[src/sv/pcb_pool_ready_queue_macros.svh]
// Assertion macros for the process control block pool.
`ifndef PCB_POOL_READY_QUEUE_MACROS_SVH
`define PCB_POOL_READY_QUEUE_MACROS_SVH

`ifndef SYNTHESIS
`define PCBQ_ASSERT_SAME(label, ante, cons) \
  label: assert property (@(posedge clk) disable iff (!rst_n) (ante) |-> (cons)) \
    else $error("pcbq assertion failed");
`define PCBQ_ASSERT_NEXT(label, ante, cons) \
  label: assert property (@(posedge clk) disable iff (!rst_n) (ante) |=> (cons)) \
    else $error("pcbq assertion failed");
`else
`define PCBQ_ASSERT_SAME(label, ante, cons)
`define PCBQ_ASSERT_NEXT(label, ante, cons)
`endif

`endif

[src/sv/pcbq_pkg.sv]
package pcbq_pkg;

  localparam int NUM_BLOCKS_DEF = 16;
  localparam int ID_WIDTH_DEF   = 16;
  localparam logic [7:0] TIME_SLICE_RESET = 8'd5;

  typedef enum logic {
    OP_CREATE   = 1'b0,
    OP_SCHEDULE = 1'b1
  } op_t;

  typedef enum logic [1:0] {
    RS_OK      = 2'd0,
    RS_NO_FREE = 2'd1,
    RS_EMPTY   = 2'd2
  } res_status_t;

  typedef enum logic {
    S_IDLE  = 1'b0,
    S_SCHED = 1'b1
  } fsm_state_t;

  typedef struct packed {
    op_t         opcode;
    logic [15:0] process_id;
  } in_item_t;

  typedef struct packed {
    res_status_t result_status;
    logic [3:0]  slot;
    logic [15:0] name_out;
    logic [15:0] reg_a;
    logic [15:0] reg_b;
    logic [15:0] reg_c;
    logic [15:0] reg_d;
    logic [15:0] prog_counter;
    logic [15:0] status_word;
    logic [7:0]  timer_load;
  } out_item_t;

endpackage

[src/sv/pcb_pool_ready_queue.sv]
// Process control block pool with a FIFO ready queue. A create request takes the next
// free block, stores the process id as its name and saved context and appends it to the
// ready queue; its registered result is ready in the cycle after acceptance. A schedule
// request pops the queue head and returns its name, context and the configured time slice;
// the name and link memories have a registered read port, so the result is built from that
// read in the S_SCHED state and then registered. The block handles one request at a time.
// Blocks that have been dispatched are never returned to the pool. The time slice register
// may be written at any time and takes effect on the next dispatch.
`include "pcb_pool_ready_queue_macros.svh"

module pcb_pool_ready_queue
  import pcbq_pkg::*;
#(
  parameter int NUM_BLOCKS = NUM_BLOCKS_DEF,
  parameter int ID_WIDTH   = ID_WIDTH_DEF
) (
  input  logic      clk,
  input  logic      rst_n,
  input  logic      in_valid,
  output logic      in_ready,
  input  in_item_t  in_data,
  output logic      out_valid,
  input  logic      out_ready,
  output out_item_t out_data,
  input  logic      cfg_valid,
  output logic      cfg_ready,
  input  logic [7:0] cfg_data
);

  localparam int IDX_W = $clog2(NUM_BLOCKS);
  localparam int CNT_W = $clog2(NUM_BLOCKS + 1);

  fsm_state_t state_r, state_nxt;

  logic [CNT_W-1:0] free_cnt_r, free_cnt_nxt;
  logic [IDX_W-1:0] head_r, head_nxt;
  logic [IDX_W-1:0] tail_r, tail_nxt;
  logic             nonempty_r, nonempty_nxt;
  logic [7:0]       time_slice_r;
  logic             out_valid_r, out_valid_nxt;
  out_item_t        out_data_r, out_data_nxt;

  logic [ID_WIDTH-1:0] name_mem [NUM_BLOCKS];
  logic [IDX_W-1:0]    link_mem [NUM_BLOCKS];
  logic [ID_WIDTH-1:0] name_rd_r;
  logic [IDX_W-1:0]    link_rd_r;

  logic             accept;
  logic             is_create;
  logic             has_free;
  logic             create_ok;
  logic             rd_en;
  logic             sched_empty;
  logic             link_we;
  logic [IDX_W-1:0] free_idx;
  logic [ID_WIDTH-1:0] new_id;
  logic [15:0]      ctx_word;

  assign in_ready  = (state_r == S_IDLE) && (!out_valid_r || out_ready);
  assign cfg_ready = 1'b1;
  assign out_valid = out_valid_r;
  assign out_data  = out_data_r;

  assign accept      = in_valid && in_ready;
  assign is_create   = accept && (in_data.opcode == OP_CREATE);
  assign has_free    = free_cnt_r < CNT_W'(NUM_BLOCKS);
  assign create_ok   = is_create && has_free;
  assign rd_en       = accept && (in_data.opcode == OP_SCHEDULE) && nonempty_r;
  assign sched_empty = accept && (in_data.opcode == OP_SCHEDULE) && !nonempty_r;
  assign link_we     = create_ok && nonempty_r;
  assign free_idx    = free_cnt_r[IDX_W-1:0];
  assign new_id      = ID_WIDTH'(in_data.process_id);
  assign ctx_word    = 16'(name_rd_r);

  always_ff @(posedge clk) begin
    if (create_ok) begin
      name_mem[free_idx] <= new_id;
    end
    if (rd_en) begin
      name_rd_r <= name_mem[head_r];
    end
  end

  always_ff @(posedge clk) begin
    if (link_we) begin
      link_mem[tail_r] <= free_idx;
    end
    if (rd_en) begin
      link_rd_r <= link_mem[head_r];
    end
  end

  always_comb begin
    unique case (state_r)
      S_IDLE:  state_nxt = rd_en ? S_SCHED : S_IDLE;
      S_SCHED: state_nxt = S_IDLE;
      default: state_nxt = S_IDLE;
    endcase
  end

  always_comb begin
    free_cnt_nxt  = free_cnt_r;
    head_nxt      = head_r;
    tail_nxt      = tail_r;
    nonempty_nxt  = nonempty_r;
    out_valid_nxt = out_valid_r && !out_ready;
    out_data_nxt  = out_data_r;
    unique case (state_r)
      S_IDLE: begin
        if (accept) begin
          out_data_nxt = '0;
          if (in_data.opcode == OP_CREATE) begin
            out_valid_nxt = 1'b1;
            if (has_free) begin
              out_data_nxt.result_status = RS_OK;
              out_data_nxt.slot          = 4'(free_idx);
              free_cnt_nxt = free_cnt_r + CNT_W'(1);
              tail_nxt     = free_idx;
              nonempty_nxt = 1'b1;
              if (!nonempty_r) begin
                head_nxt = free_idx;
              end
            end else begin
              out_data_nxt.result_status = RS_NO_FREE;
            end
          end else if (sched_empty) begin
            out_valid_nxt = 1'b1;
            out_data_nxt.result_status = RS_EMPTY;
          end
        end
      end
      S_SCHED: begin
        out_valid_nxt              = 1'b1;
        out_data_nxt.result_status = RS_OK;
        out_data_nxt.slot          = 4'(head_r);
        out_data_nxt.name_out      = ctx_word;
        out_data_nxt.reg_a         = ctx_word;
        out_data_nxt.reg_b         = ctx_word;
        out_data_nxt.reg_c         = ctx_word;
        out_data_nxt.reg_d         = ctx_word;
        out_data_nxt.prog_counter  = ctx_word;
        out_data_nxt.status_word   = ctx_word;
        out_data_nxt.timer_load    = time_slice_r;
        if (head_r == tail_r) begin
          nonempty_nxt = 1'b0;
        end else begin
          head_nxt = link_rd_r;
        end
      end
      default: begin
        out_valid_nxt = out_valid_r && !out_ready;
      end
    endcase
  end

  always_ff @(posedge clk) begin
    if (!rst_n) begin
      state_r      <= S_IDLE;
      free_cnt_r   <= '0;
      head_r       <= '0;
      tail_r       <= '0;
      nonempty_r   <= 1'b0;
      time_slice_r <= TIME_SLICE_RESET;
      out_valid_r  <= 1'b0;
    end else begin
      state_r     <= state_nxt;
      free_cnt_r  <= free_cnt_nxt;
      head_r      <= head_nxt;
      tail_r      <= tail_nxt;
      nonempty_r  <= nonempty_nxt;
      out_valid_r <= out_valid_nxt;
      if (cfg_valid && cfg_ready) begin
        time_slice_r <= cfg_data;
      end
    end
  end

  always_ff @(posedge clk) begin
    out_data_r <= out_data_nxt;
  end

  `PCBQ_ASSERT_SAME(a_no_accept_in_sched, state_r == S_SCHED, !in_ready)
  `PCBQ_ASSERT_NEXT(a_sched_gives_result, state_r == S_SCHED, out_valid_r)
  `PCBQ_ASSERT_SAME(a_free_cnt_range, 1'b1, free_cnt_r <= CNT_W'(NUM_BLOCKS))
  `PCBQ_ASSERT_NEXT(a_empty_out, sched_empty, out_valid_r && out_data_r.result_status == RS_EMPTY)

endmodule

[config.mk]
export PLATFORM = sky130hd
export DESIGN_NAME = pcb_pool_ready_queue
export DESIGN_NICKNAME = d
export VERILOG_FILES = /design/src/sv/pcbq_pkg.sv /design/src/sv/pcb_pool_ready_queue.sv
export VERILOG_INCLUDE_DIRS = /design/src /design/src/sv
export SDC_FILE = /design/constraint.sdc
export NUM_CORES = 1
export LEC_CHECK = 0
export BUFFER_PORTS_ARGS = -buffer_cell sky130_fd_sc_hd__buf_4
export CAP_MARGIN = 20
export CORE_UTILIZATION = 53
export DETAILED_ROUTE_END_ITERATION = 6
export PLACE_DENSITY = 0.82
export RECOVER_POWER = 100
export SYNTH_ARGS = -nofsm -noshare
export SYNTH_HDL_FRONTEND = slang
export SYNTH_SLANG_ARGS = --single-unit
[constraint.sdc]
create_clock -name clk -period 3.04 [get_ports clk]
set_input_delay 0.304 -clock clk [delete_from_list [all_inputs] [get_ports clk]]
set_output_delay 0.304 -clock clk [all_outputs]
set_load 0.02 [all_outputs]
==> impl_metrics.sql <==
INSERT INTO impl_metrics (metric_group, metric, value, unit) VALUES
('status', 'status', 'finished, final reports clean', ''),
('critical_path', 'critPathLaunchType', 'flop', ''),
('logic_synthesis', 'synthesis.instances', '849', ''),
('critical_path', 'highest_fanout_seen_on_the_critical_path', '8', ''),
('detailed_routing', 'drc_violations_left', '0', ''),
('placement', 'dp_hpwl', '20500', 'um'),
('timing', 'hold_viol_final', '0', ''),
('cts', 'cts_num_sinks', '394', ''),
('cts', 'clock_insertion_delay_worst_skew', '0.52', 'ns'),
('logic_synthesis', 'synth_nets', '883', ''),
('placement', 'place_congestion', '0.811', ''),
('logic_synthesis', 'syn_area_per_cell', '18.5', 'um^2'),
('die', 'dieWidth', '174', 'um'),
('die', 'die_y', '174', 'um'),
('logic_synthesis', 'synth_cell_type_count', '37', ''),
('detailed_routing', 'drtPass1Iterations', '7', ''),
('die', 'design.die.area', '0.0303', 'mm^2'),
('logic_synthesis', 'synthesis.area', '0.0157', 'mm^2'),
('timing', 'fin_skew', '0.0136', 'ns'),
('critical_path', 'criticalPathCategory', 'flop to flop', ''),
('die', 'placement_rows', '62', ''),
('grt', 'gr-usage-all-layers', '22.3', '%'),
('timing', 'final.setup.tns', '0', 'ns'),
('timing', 'period_minus_slack', '2.78', 'ns'),
('critical_path', 'critPathMaxStageDelay', '0.64', 'ns'),
('cells_and_area', 'layout.cell_area.non_filler', '0.0174', 'mm^2'),
('cts', 'cts.clk_slew.worst_paths', '0.06', 'ns'),
('detailed_routing', 'detail_route.iter0.violations', '916', ''),
('detailed_routing', 'via_count', '8036', ''),
('detailed_routing', 'routedWlPerCell', '24.5', 'um'),
('critical_path', 'slowest_stage', 'or4b_1', ''),
('grt', 'grt_antenna_before_repair', '2', ''),
('cells_and_area', 'final-seq-area', '0.0116', 'mm^2'),
('logic_synthesis', 'synth_flop_cell', 'edfxtp_1', ''),
('die', 'floorplan.io_pins', '159', ''),
('placement', 'dp_worst_setup_slack', '0.477', 'ns'),
('logic_synthesis', 'synth.yosys.warnings', '0', ''),
('cells_and_area', 'fill_cells', '2107', ''),
('placement', 'placement.cell_area', '0.0168', 'mm^2'),
('grt', 'grt_first_pass_wirelength', '49400', 'um'),
('cts', 'ctsRootBufferMaster', 'clkbuf_16', ''),
('cts', 'clock_tree.buffer_depth', '3', ''),
('logic_synthesis', 'synth_enable_flop_cells', '370', ''),
('critical_path', 'worst-endpoint-required', '3.19', 'ns'),
('timing', 'pins_over_slew_limit', '0', ''),
('cells_and_area', 'finish.utilization', '60.0', '%'),
('logic_synthesis', 'synth-seq-area-share', '73.9', '%'),
('cts', 'cts_tree', 'built', ''),
('timing', 'worst_slew_pin_slew', '1.16', 'ns'),
('grt', 'number_of_global_route_vias_before_repair', '7900', ''),
('cells_and_area', 'syn2layout_area_growth', '10.7', '%'),
('timing', 'slew_headroom', '22.9', '%'),
('die', 'initial_core_utilization', '54.2', '%'),
('placement', 'place.port_buffers', '157', ''),
('logic_synthesis', 'async_sr_flop_fraction', '0', '%'),
('die', 'area_of_the_core', '0.0289', 'mm^2'),
('cts', 'cts.htree.levels', '2', ''),
('timing', 'layout_setup_ws', '0.261', 'ns'),
('detailed_routing', 'routed_wirelength', '33300', 'um'),
('power_and_ir_drop', 'worst_ir_drop_vdd', '383', 'uV'),
('critical_path', 'critical_path_at', '2.93', 'ns'),
('detailed_routing', 'vias_per_cell', '5.92', ''),
('timing', 'grt_setup_unrepaired', 'false', ''),
('cells_and_area', 'final_layout_size_suffix_gt1_share', '18.5', '%'),
('critical_path', 'cell_by_cell_trace_of_the_critical_path', 'or3b_1 > or3_1 > or4b_1 > nor3_1', ''),
('timing', 'setup_viol_count_final', '0', ''),
('hold_path', 'hold_class', 'input pin to flop', ''),
('grt', 'grt_max_degree', '48', ''),
('cts', 'tritoncts.num_buffers', '37', ''),
('critical_path', 'critPathCaptureType', 'flop', ''),
('job', 'maxCapViolations', '0', ''),
('logic_synthesis', 'postSynthRegisterBits', '394', ''),
('power_and_ir_drop', 'power_density', '659', 'mW/mm^2'),
('cells_and_area', 'multi_input_comb_area', '0.00318', 'mm^2'),
('detailed_routing', 'route.antenna.remaining_nets', '0', ''),
('timing', 'fmax', '0.360', 'GHz'),
('timing', 'final.period_utilization', '91.4', '%'),
('cells_and_area', 'finalNetCount', '979', ''),
('power_and_ir_drop', 'power.static_leakage', '5.62', 'nW'),
('grt', 'grt_remaining_overflow', '0', '');
## worst max-delay path: cells and delay by family, from the launching register on
family / cells / cell delay, ns
flip-flops: 1 / 0.34
AND/OR/NAND/NOR: 4 / 2.07
## cells in the final DEF (no fill, tap or decap), drive strengths merged
cell type / instances
dfxtp: 24
nor4: 1
nor3: 8
clkinv: 18
o21a: 1
nand3: 1
nand2b: 8
nor2b: 3
bufinv: 4
nor3b: 2
a21oi: 8
and3: 15
or3b: 1
or4b: 2
mux2i: 8
a21o: 1
xnor2: 1
and2: 25
dlygate4sd3: 3
buf: 20
edfxtp: 370
conb: 1
clkinvlp: 1
ha: 4
diode: 1
a211oi: 8
clkbuf: 214
mux4: 80
o21ai: 6
or2: 1
nand4b: 2
or3: 2
a31oi: 1
nor2: 27
inv: 8
nand4: 1
nand2: 48
xor2: 5
a22oi: 40
## area by class of cell
type | instances | area share (%)
flip-flops and latches | 394 | 66.7
multi-input cells | 311 | 18.3
clock buffers | 43 | 5.70
repair buffers | 194 | 5.07
well taps | 384 | 2.77
clock inverters | 24 | 1.25
inverters | 7 | 0.151
diodes | 1 | 0.0144
## Yosys cell counts (all sizes together) (2+ instances only)
library cell | number | area, um^2
a211oi | 8 | 60.1
a21oi | 8 | 40.0
a22oi | 40 | 300
and2 | 25 | 156
and3 | 15 | 93.8
buf | 106 | 773
clkbuf | 31 | 116
dfxtp | 24 | 480
edfxtp | 370 | 11100
ha | 4 | 50.1
inv | 7 | 26.3
mux2i | 8 | 80.1
mux4 | 80 | 1800
nand2 | 48 | 180
nand2b | 8 | 50.1
nand4b | 2 | 17.5
nor2 | 27 | 101
nor2b | 3 | 18.8
nor3 | 8 | 45.0
nor3b | 2 | 15.0
o21ai | 6 | 30.0
or3 | 2 | 12.5
or4b | 2 | 23.8
xor2 | 5 | 43.8
## stage by stage
step / hold WS, ns / std cells / power, mW
4_1_cts: 0.00682 / 1357 / 11.6
5_1_grt: 0.0480 / 1357 / 11.7
2_1_floorplan: 0.366 / 849 / 6.75
6_report: 0.0296 / 1358 / 11.4
3_3_place_gp: 0.449 / 1287 / 7.05
3_5_place_dp: 0.453 / 1287 / 7.07
## timing repair
item / in CTS / in global routing
endpoints found under the hold margin: 2 / 0
setup buffers: 0 / 0
hold buffers: 3 / 0
resized for setup: 0 / 0
## layer usage
| metal | global-route usage (%) | share of wire (%) |
|---|---|---|
| met2 | 36.7 | 49 |
| met1 | 29.9 | 37 |
| met5 | 0 | 0.051 |
| met3 | 4.57 | 11 |
| met4 | 7.57 | 3.1 |
## logic make-up (layout without fill, tap and decap cells)
family | Yosys count | after routing | share of synthesized area, %
buffers and inverters | 144 | 268 | 5.84
and+or+nand+nor | 147 | 147 | 4.76
muxes | 88 | 88 | 12.0
AOI/OAI and AO/OA | 65 | 65 | 2.88
DFF | 394 | 394 | 73.9
adders and majority gates | 4 | 4 | 0.319
xor gates and xnor gates | 6 | 6 | 0.335
other | 1 | 2 | 0.0239
## final timing paths
check | startpoint | end | slack (ns) | depth (start not counted)
hold / removal | cfg_data[4] | time_slice_r[4] | 0.03 | 3
setup reg to reg | free_cnt_r[4] | link_mem[0][2] | 0.26 | 4
hold reg to reg | time_slice_r[2] | time_slice_r[2] | 0.47 | 2
setup / recovery | free_cnt_r[4] | link_mem[0][2] | 0.26 | 4
## flip-flops by register name, summed over array words and instances (netlist names)
signal        flops
head_r            4
ctx_word         16
free_cnt_r        5
time_slice_r      8
out_valid         1
tail_r            4
name_mem        256
state_r           1
out_data         30
link_rd_r         4
nonempty_r        1
link_mem         64
## where the power goes
group | total [mW] | leakage (nW) | switching [mW] | internal, mW
Combinational | 0.810 | 1.45 | 0.537 | 0.273
Sequential | 6.06 | 3.57 | 0.0611 | 6.00
Clock | 4.57 | 0.598 | 1.89 | 2.68
Power figures use the tool's default switching activity.
